--- src/rtl/ftup_pkg.sv ---
package ftup_pkg;

	localparam int COORD_W   = 32;
	localparam int FRAC_W    = 16;
	localparam int MAX_TRI   = 64;
	localparam int SLOT_W    = 6;
	localparam int VSEL_W    = 2;
	localparam int ADDR_W    = SLOT_W + VSEL_W;
	localparam int MEM_DEPTH = MAX_TRI * 4;
	localparam int USE_W     = 7;
	localparam int TOL_W     = 16;
	localparam int CFG_W     = 16;
	localparam int CFG_IDX_W = 2;
	localparam int V_W       = COORD_W + 3;
	localparam int MUL_W     = V_W + 1;
	localparam int PROD_W    = 2 * MUL_W;
	localparam int NUM_W     = 2 * COORD_W + 2;
	localparam int DIV_STEPS = NUM_W;
	localparam int QM_W      = COORD_W + 3;
	localparam int QV_W      = QM_W + 1;
	localparam int QZ_W      = COORD_W + 3;
	localparam int CM_W      = 56;
	localparam int CH_W      = CM_W / 2;
	localparam int SUM_W     = 2 * CM_W;
	localparam int ROOT_W    = SUM_W / 2;
	localparam int SQRT_STEPS = ROOT_W;
	localparam int LEN_W     = ROOT_W + 2;
	localparam int STEP_W    = 7;

	localparam logic [CFG_IDX_W-1:0] REG_IN_USE = 2'd0;
	localparam logic [CFG_IDX_W-1:0] REG_TOL    = 2'd1;

	localparam logic [3:0] OP_NOP  = 4'd0;
	localparam logic [3:0] OP_NUMA = 4'd1;
	localparam logic [3:0] OP_NUMB = 4'd2;
	localparam logic [3:0] OP_CPA  = 4'd3;
	localparam logic [3:0] OP_CPB  = 4'd4;
	localparam logic [3:0] OP_RND  = 4'd5;
	localparam logic [3:0] OP_SQLL = 4'd6;
	localparam logic [3:0] OP_SQLH = 4'd7;
	localparam logic [3:0] OP_SQHH = 4'd8;
	localparam logic [3:0] OP_CLR  = 4'd9;

	localparam logic OPER_WRITE = 1'b0;
	localparam logic OPER_QUERY = 1'b1;

	typedef logic signed [COORD_W-1:0] coord_t;
	typedef logic signed [V_W-1:0] dvec_t;

	typedef struct packed {
		coord_t z;
		coord_t y;
		coord_t x;
	} vec_t;

	typedef struct packed {
		dvec_t z;
		dvec_t y;
		dvec_t x;
	} dv_t;

	typedef struct packed {
		logic              wr;
		logic              cap;
		logic              rd_en;
		logic [VSEL_W-1:0] rd_sel;
		logic [SLOT_W-1:0] slot;
		logic [3:0]        op;
		logic [1:0]        comp;
		logic [1:0]        pair;
		logic              div_start;
		logic              div_step;
		logic              proj1;
		logic              proj2;
		logic              sq_start;
		logic              sq_step;
		logic              len_wr;
	} cmd_t;

	typedef struct packed {
		logic nz_zero;
		logic match;
	} stat_t;

endpackage

--- src/rtl/ftup_ctrl.sv ---
module ftup_ctrl (
	input  logic                            clk,
	input  logic                            arst_n,
	input  logic                            s_valid,
	input  logic                            s_oper,
	output logic                            s_ready,
	input  logic [ftup_pkg::USE_W-1:0]      in_use,
	input  logic                            m_ready,
	output logic                            m_valid,
	output logic                            m_hit,
	output logic [ftup_pkg::SLOT_W-1:0]     m_idx,
	output ftup_pkg::cmd_t                  cmd,
	input  ftup_pkg::stat_t                 stat
);

	localparam logic [3:0] ST_IDLE = 4'd0;
	localparam logic [3:0] ST_RD   = 4'd1;
	localparam logic [3:0] ST_NUM  = 4'd2;
	localparam logic [3:0] ST_DIV  = 4'd3;
	localparam logic [3:0] ST_PJ1  = 4'd4;
	localparam logic [3:0] ST_PJ2  = 4'd5;
	localparam logic [3:0] ST_CLR  = 4'd6;
	localparam logic [3:0] ST_LEN  = 4'd7;
	localparam logic [3:0] ST_DRN  = 4'd8;
	localparam logic [3:0] ST_SQS  = 4'd9;
	localparam logic [3:0] ST_SQR  = 4'd10;
	localparam logic [3:0] ST_NXT  = 4'd11;
	localparam logic [3:0] ST_CMP  = 4'd12;
	localparam logic [3:0] ST_SKP  = 4'd13;
	localparam logic [3:0] ST_DONE = 4'd14;

	localparam int UW = ftup_pkg::USE_W;
	localparam int TW = ftup_pkg::STEP_W;
	localparam logic [UW-1:0] TRI_LIM = UW'(ftup_pkg::MAX_TRI);

	logic [3:0] state_q;
	logic [UW-1:0] lim_q;
	logic [ftup_pkg::SLOT_W-1:0] slot_q;
	logic [TW-1:0] cnt_q;
	logic [1:0] comp_q, pair_q;
	logic [2:0] ph_q;
	logic res_hit_q;
	logic [ftup_pkg::SLOT_W-1:0] res_idx_q;
	logic out_vld_q, out_hit_q;
	logic [ftup_pkg::SLOT_W-1:0] out_idx_q;
	logic acc;
	logic out_load;
	logic [UW-1:0] slot_nx;
	logic [3:0] len_op;

	assign s_ready  = (state_q == ST_IDLE);
	assign acc      = s_valid && s_ready;
	assign out_load = (state_q == ST_DONE) && (!out_vld_q || m_ready);
	assign slot_nx  = {1'b0, slot_q} + UW'(1);
	assign m_valid  = out_vld_q;
	assign m_hit    = out_hit_q;
	assign m_idx    = out_idx_q;

	always_comb begin
		unique case (ph_q)
			3'd0: len_op = ftup_pkg::OP_CPA;
			3'd1: len_op = ftup_pkg::OP_CPB;
			3'd2: len_op = ftup_pkg::OP_RND;
			3'd4: len_op = ftup_pkg::OP_SQLL;
			3'd5: len_op = ftup_pkg::OP_SQLH;
			3'd6: len_op = ftup_pkg::OP_SQHH;
			default: len_op = ftup_pkg::OP_NOP;
		endcase
	end

	always_comb begin
		cmd           = '0;
		cmd.wr        = acc && (s_oper == ftup_pkg::OPER_WRITE);
		cmd.cap       = acc && (s_oper == ftup_pkg::OPER_QUERY);
		cmd.slot      = slot_q;
		cmd.rd_sel    = cnt_q[1:0];
		cmd.comp      = comp_q;
		cmd.pair      = pair_q;
		cmd.op        = ftup_pkg::OP_NOP;
		unique case (state_q)
			ST_RD:  cmd.rd_en = (cnt_q < TW'(4));
			ST_NUM: begin
				if (cnt_q == TW'(0))
					cmd.op = ftup_pkg::OP_NUMA;
				else if (cnt_q == TW'(1))
					cmd.op = ftup_pkg::OP_NUMB;
				cmd.div_start = (cnt_q == TW'(3));
			end
			ST_DIV: cmd.div_step = 1'b1;
			ST_PJ1: cmd.proj1 = 1'b1;
			ST_PJ2: cmd.proj2 = 1'b1;
			ST_CLR: cmd.op = ftup_pkg::OP_CLR;
			ST_LEN: cmd.op = len_op;
			ST_SQS: cmd.sq_start = 1'b1;
			ST_SQR: cmd.sq_step = 1'b1;
			ST_NXT: cmd.len_wr = 1'b1;
			default: ;
		endcase
	end

	always_ff @(posedge clk or negedge arst_n) begin
		if (!arst_n) begin
			state_q   <= ST_IDLE;
			lim_q     <= '0;
			slot_q    <= '0;
			cnt_q     <= '0;
			comp_q    <= '0;
			pair_q    <= '0;
			ph_q      <= '0;
			res_hit_q <= 1'b0;
			res_idx_q <= '0;
			out_vld_q <= 1'b0;
			out_hit_q <= 1'b0;
			out_idx_q <= '0;
		end else begin
			if (out_load)
				out_vld_q <= 1'b1;
			else if (out_vld_q && m_ready)
				out_vld_q <= 1'b0;
			unique case (state_q)
				ST_IDLE: begin
					if (acc) begin
						res_hit_q <= 1'b0;
						res_idx_q <= '0;
						slot_q    <= '0;
						cnt_q     <= '0;
						lim_q     <= (in_use > TRI_LIM) ? TRI_LIM : in_use;
						if (s_oper == ftup_pkg::OPER_WRITE || in_use == '0)
							state_q <= ST_DONE;
						else
							state_q <= ST_RD;
					end
				end
				ST_RD: begin
					cnt_q <= cnt_q + TW'(1);
					if (cnt_q == TW'(4)) begin
						cnt_q   <= '0;
						state_q <= ST_NUM;
					end
				end
				ST_NUM: begin
					cnt_q <= cnt_q + TW'(1);
					if (cnt_q == TW'(0) && stat.nz_zero)
						state_q <= ST_SKP;
					else if (cnt_q == TW'(3)) begin
						cnt_q   <= '0;
						state_q <= ST_DIV;
					end
				end
				ST_DIV: begin
					cnt_q <= cnt_q + TW'(1);
					if (cnt_q == TW'(ftup_pkg::DIV_STEPS - 1))
						state_q <= ST_PJ1;
				end
				ST_PJ1: state_q <= ST_PJ2;
				ST_PJ2: begin
					pair_q  <= '0;
					state_q <= ST_CLR;
				end
				ST_CLR: begin
					comp_q  <= '0;
					ph_q    <= '0;
					state_q <= ST_LEN;
				end
				ST_LEN: begin
					ph_q <= ph_q + 3'd1;
					if (ph_q == 3'd6) begin
						ph_q <= '0;
						if (comp_q == 2'd2)
							state_q <= ST_DRN;
						else
							comp_q <= comp_q + 2'd1;
					end
				end
				ST_DRN: state_q <= ST_SQS;
				ST_SQS: begin
					cnt_q   <= '0;
					state_q <= ST_SQR;
				end
				ST_SQR: begin
					cnt_q <= cnt_q + TW'(1);
					if (cnt_q == TW'(ftup_pkg::SQRT_STEPS - 1))
						state_q <= ST_NXT;
				end
				ST_NXT: begin
					if (pair_q == 2'd3)
						state_q <= ST_CMP;
					else begin
						pair_q  <= pair_q + 2'd1;
						state_q <= ST_CLR;
					end
				end
				ST_CMP: begin
					if (stat.match) begin
						res_hit_q <= 1'b1;
						res_idx_q <= slot_q;
						state_q   <= ST_DONE;
					end else
						state_q <= ST_SKP;
				end
				ST_SKP: begin
					cnt_q <= '0;
					if (slot_nx >= lim_q)
						state_q <= ST_DONE;
					else begin
						slot_q  <= slot_nx[ftup_pkg::SLOT_W-1:0];
						state_q <= ST_RD;
					end
				end
				ST_DONE: begin
					if (out_load) begin
						out_hit_q <= res_hit_q;
						out_idx_q <= res_idx_q;
						state_q   <= ST_IDLE;
					end
				end
				default: state_q <= ST_IDLE;
			endcase
		end
	end

`ifndef SYNTHESIS
	a_hit_in_range: assert property (@(posedge clk) disable iff (!arst_n)
		(state_q == ST_DONE && res_hit_q) |-> ({1'b0, res_idx_q} < lim_q))
		else $error("hit slot outside searched range");
	a_read_in_range: assert property (@(posedge clk) disable iff (!arst_n)
		(state_q == ST_RD) |-> ({1'b0, slot_q} < lim_q))
		else $error("slot read beyond searched range");
	a_write_result: assert property (@(posedge clk) disable iff (!arst_n)
		(acc && s_oper == ftup_pkg::OPER_WRITE) |=> (state_q == ST_DONE && !res_hit_q))
		else $error("write item did not produce a miss result");
	a_sqrt_len: assert property (@(posedge clk) disable iff (!arst_n)
		(state_q == ST_NXT) |-> ($past(state_q) == ST_SQR))
		else $error("length stored without square root");
`endif

endmodule
--- config.mk ---
export PLATFORM = sky130hd
export DESIGN_NAME = ftup_ctrl
export DESIGN_NICKNAME = d
export VERILOG_FILES = /design/src/rtl/ftup_pkg.sv /design/src/rtl/ftup_ctrl.sv
export SDC_FILE = /design/constraint.sdc
export NUM_CORES = 1
export LEC_CHECK = 0
export BUFFER_PORTS_ARGS = -buffer_cell sky130_fd_sc_hd__buf_2
export CORE_ASPECT_RATIO = 2
export CORE_UTILIZATION = 55
export CTS_BUF_LIST = sky130_fd_sc_hd__clkbuf_4 sky130_fd_sc_hd__clkbuf_8
export DETAILED_ROUTE_END_ITERATION = 16
export PLACE_DENSITY = 0.78
export SYNTH_ARGS = -nofsm -noshare
export SYNTH_HDL_FRONTEND = slang
export SYNTH_SLANG_ARGS = --single-unit
--- constraint.sdc ---
create_clock -name clk -period 2.63 [get_ports clk]
set_input_delay 0.3945 -clock clk [delete_from_list [all_inputs] [get_ports clk]]
set_output_delay 0.3945 -clock clk [all_outputs]
set_load 0.01 [all_outputs]
[Yosys cells after proc, flatten, opt, wreduce, memory -nomap -nowiden]
Index checks and enable logic that the tools add are counted.
Operators by class
  $add $sub $neg: 5
  magnitude comparators: 3
  equality and inequality tests: 38
  muxes and demuxes: 49
  bitwise gates (word level): 1
  reductions and logical operators: 29
Operators with widths (count)
  4-bit case mux with 15 select lines: 1
  4-bit two-way mux: 13
  7-bit two-way mux: 5
  7-bit case mux with 5 select lines: 1
  4-bit equality test (second input constant): 7
  4-bit case mux with 6 select lines: 1
  6-bit case mux with 2 select lines: 2
  2-bit != test (second input constant): 10
  6-bit two-way mux: 3
  4-bit by 3-bit equality test with 1-bit output (second input constant): 4
  7-bit zero test: 2
  1-bit two-way mux: 12
  4-bit case mux with 3 select lines: 1
  2-bit two-way mux: 5
  2-bit nonzero test: 5
  3-bit equality test (second input constant): 3
  3-bit AND reduction: 3
  4-bit by 2-bit equality test with 1-bit output (second input constant): 2
  2-bit case mux with 2 select lines: 2
  2-bit AND reduction: 4
  8-bit AND reduction: 1
  6-bit by 1-bit adder with 7-bit output (second input constant): 1
  7-bit by 1-bit adder with 7-bit output (second input constant): 1
  7-bit by 1-bit equality test with 1-bit output (second input constant): 1
  other kinds (26): 35
Storage, ports and cells
  register bits: 46
  input port bits: 14
  output and inout bits: 35
  word-level logic and storage cells: 137

[Logic depth before layout (Yosys ltp)]
  word-level depth: 5
  mapped depth: 9
  depth with buffers taken out: 9

[Least setup slack after synthesis]
OpenSTA, ideal clock, no wires.
  path type: register to register
  start: register slot_q[0] (netlist bit)
  end: register slot_q[1] (netlist bit)
  library setup time: 0.079 ns
  data arrival time: 2.414 ns
  data required time: 2.551 ns
  slack: 0.137 ns
  stages on the path, launching flop included: 10
  buffers on the path: 0
  period minus slack after synthesis: 2.493 ns
  path through: dfrtp_1 ha_1 nand3_1 xnor2_1 ha_1 a21o_1 a221o_1 a41o_1 a21oi_4 mux2i_1
Between the ends
  word-level cells in the longest chain between the ends: 4
  elaborated cells on any way between the ends: 6
  classes of those cells: add/sub: 1; order compare: 1; eq/ne: 1; mux: 2; reduce/logical: 1
RTL lines
  start: declaration: line ftup_ctrl.sv:38  | logic [ftup_pkg::SLOT_W-1:0] slot_q;
  start signal: assignment: line ftup_ctrl.sv:206  | slot_q <= slot_nx[ftup_pkg::SLOT_W-1:0];
  6-bit by 1-bit adder with 7-bit output (*): line ftup_ctrl.sv:54  | assign slot_nx = {1'b0, slot_q} + UW'(1);
  7-bit >= comparator: line ftup_ctrl.sv:203  | if (slot_nx >= lim_q)
  2-bit != test (no source line)
  3-bit AND reduction (no source line)
Mark *: on every way between the ends. The rest lies on a longest branch, timed or not. The select of a mux whose other input is x is not followed.
A chain may end at the register's enable or synchronous reset.

[Worst setup path after layout]
  start: register slot_q[3] (netlist bit)
  end: register slot_q[0] (netlist bit)
Between the ends
  word-level cells in the longest chain between the ends: 4
RTL lines (line)
  6-bit by 1-bit adder with 7-bit output: ftup_ctrl.sv:54
  7-bit >= comparator: ftup_ctrl.sv:203
  2-bit != test (no source line)
  3-bit AND reduction (no source line)
No other way between the ends.

==> results summary <==
The worst min-delay path class is primary input to asynchronous set/reset pin. The summed negative setup slack over all endpoints is 0 ps. The die is 108 um tall. The final number of setup-violating endpoints is 0. Among all flip-flop cells after synthesis, the most frequent one is dfrtp_1. The proportion of layout cells with a drive suffix above 1 is 29.1%. The final RePlAce weighted congestion is 0.851. The antenna diode count came out at 0. The via count of the first global-routing pass is 2,635. The via-per-instance ratio came out at 6.08.

The wire length of the first global-routing pass is 11,900 um. After synthesis the cells add up to 3070 um2. The maximum vdd ir drop came out at 0.794 mV. Counting I/O delays and the setup requirement, the final critical path takes 2580 ps. The startpoint of the most critical setup path is slot_q[3]$_DFFE_PN0P_. The DRC violation total after the first TritonRoute iteration came out at 80.

The I/O pin count came out at 49. The clock-pin transition on the worst setup and hold timing paths came out at 90 ps. The largest buffer count on any clock path came out at 2. The number of warnings issued by yosys came out at 0. The run finished with clean final reports.

In the synthesized netlist, the cells that appear most often are dfrtp_1, nand2_1, inv_1, nor2_1, o21ai_0. The biggest area contributor in the post-synthesis netlist is dfrtp_1. The worst clock skew on the final layout came out at 7.60 ps. Once detailed placement completed, the half-perimeter wirelength came to 5680 um. Counting every sink on the clock net gives 46. In the finished design, the share of the clock period the worst path needs comes to 98.1%.

Headroom to the max-slew limit came out at 30.6%. The sort of element at the end of the critical path is a flop. The share of the yosys chip area belonging to registers came out at 37.6%. After detailed routing, the average wire length per cell comes to 17.4 um. At the placement stage, the worst setup path has a slack of -29.3 ps.

dfrtp_1 is the most common cell in the netlist. The maximum number of pins on one net before global-route repair came out at 47. TritonCTS built the clock tree. The highest fanout seen on the critical path is 5. The overall die area came out at 5890 um2. The number of pins exceeding their max-slew limit in the final report is 0.

The final layout contains routed wiring with a total length of 7680 um. Before antenna repair, the detailed router went through 4 iterations. The net count reported at finish came out at 407. For this run, design rule violations remaining after detail routing come to 0. The detailed router placed 2,683 vias in this run. The depth of the CTS H-tree came out at 2. The number of antenna violations at the first check in global routing was 0. The worst setup path is of the flop to flop kind. The site row count came out at 38. For the pin with the worst max-slew slack, the measured transition is 1040 ps.

The worst setup path is launched from a flop. The number of CTS-inserted buffers is 5. The leakage power came out at 1.72 nW.

The timing-limited maximum frequency is 0.388 GHz. The launching point of the worst reg2reg path is slot_q[3]$_DFFE_PN0P_. The total global routing overflow is 0.

In this run the remaining antenna-violating nets after routing total 0. The post-synthesis net count is 355. The count of mapped cells out of synthesis came out at 328. The area added between synthesis and finish came out at 16.1%. The proportion of synthesized flip-flops having asynchronous set or reset is 100%. The utilization after layout came out at 66.2%. After filler insertion, the fill cell instance count of the layout stands at 467. The worst path setup slack after routing came out at 49.9 ps. The final number of hold-violating endpoints is 0.

The power density relative to cell area came out at 1210 nW/um2. The cell sitting at the root of the clock tree is a clkbuf_8. The clock latency on the worst-skew pair came out at 310 ps.

Sorting the synthesized cells by area gives the leading types as dfrtp_1, ha_1, nand2_1. The proportion of netlist area held by the largest area contributor is 37.6%. The effective utilization at floorplan came out at 57.1%. Global routing consumed, over all layers together, 28.1% of the routing resources. The distinct cell type count after synthesis is 67. The synthesized flop and latch total came out at 46. The chip width came out at 54.8 um.

The per-instance average area after synthesis came out at 9.35 um2. The tool flagged a number of max-cap violations equal to 0. For the worst setup path, the data required time is 2840 ps. Yosys mapped a number of flops with a built-in enable equal to 0.

The count of input and output buffers is 48. The critical path arrival is 2790 ps. Setup repair after global routing could not meet its margin everywhere. The floorplan core area is 5370 um2.
-- sequential cells by signal, indices dropped and copies added, names as in the netlist --
register / flops
ph_q: 3
cnt_q: 7
m_valid: 1
m_idx: 6
comp_q: 2
pair_q: 2
m_hit: 1
res_idx_q: 6
res_hit_q: 1
lim_q: 7
state_q: 4
slot_q: 6
-- report_power, final --
group          switching, mW  leakage (nW)  internal (mW)  total, mW
combinational           1.35          1.04           1.02       2.36
sequential             0.326         0.610          0.972       1.30
clock                  0.265        0.0683          0.381      0.646
-- final cells by class --
type | instances | area (um2) | area share, %
multi-input combinational | 238 | 1740 | 49.0
inverter | 27 | 101 | 2.85
tap | 60 | 75.1 | 2.11
sequential | 46 | 1150 | 32.4
timing repair buffer | 62 | 349 | 9.81
clock buffer | 5 | 68.8 | 1.93
clock inverter | 3 | 68.8 | 1.93
-- routing by layer --
| metal | global-route usage, % | up-vias | share of wire [%] |
|---|---|---|---|
| li1 | - | 1285 | - |
| met1 | 27.3 | 1291 | 36 |
| met2 | 48.5 | 74 | 54 |
| met3 | 4.94 | 33 | 3.5 |
| met4 | 20.9 | 0 | 6.9 |
| met5 | 0 | - | 0 |
-- worst paths after layout --
| kind | end | cells after the start | slack (ps) |
|---|---|---|---|
| setup / recovery | slot_q[0]$_DFFE_PN0P_ | 10 | 50 |
| max in group asynchronous | slot_q[2]$_DFFE_PN0P_ | 1 | 1670 |
| hold reg to reg | lim_q[3]$_DFFE_PN0P_ | 2 | 490 |
| hold / removal | lim_q[1]$_DFFE_PN0P_ | 1 | 260 |
| setup reg to reg | slot_q[0]$_DFFE_PN0P_ | 10 | 50 |
| min in group clk | lim_q[2]$_DFFE_PN0P_ | 3 | 330 |
-- stage by stage --
step                hold WS [ps]  instances  total power, mW  cell area (um2)
finish                       260        441             4.31             3560
global route                 338        441             4.63             3560
CTS                          292        437             4.24             3480
detailed placement           478        428             3.57             3340
global placement             470        428             3.50             3340
floorplan                   98.9        328             2.99             3070
-- timing repair --
action | 4_1_cts | 5_1_grt
buffers inserted | 1 | 4
pin swaps | 1 | 8
setup endpoints to repair | 5 | 9
gates cloned | 0 | 0
hold buffers | 0 | 0
gates resized for setup | 0 | 11
-- kinds of logic after synthesis --
family	count (synthesis)	share of synthesized area (%)
AO/OA/AOI/OAI	94	23.6
XOR/XNOR	5	1.43
adder cells (fa/ha/maj)	13	5.31
buffers and inverters	44	6.98
flip-flops	46	37.6
multiplexers	15	5.22
AND/OR/NAND/NOR	111	20.0
-- critical path, stage by stage (launching register included) --
cell and delay (ps):
dfrtp_1 490, inv_1 120, nor3_2 190, xnor2_1 170, ha_1 270, and2_4 140
a221o_1 330, buf_4 140, a41oi_1 270, mux2i_1 130, a22o_1 230
-- placed cells by master, fill, tap and decap left out, drive strengths merged, types with 5 or more instances in the layout --
master and n:
mux2 8, ha 13, a21oi 13, nand2 31, a22o 8, nand2b 11, dfrtp 46, and2 11
o21ai 27, and3 6, buf 62, nor3 8, nand3 8, mux2i 7, inv 27, clkbuf 5
nor2 20
Power figures use the tool's default switching activity.
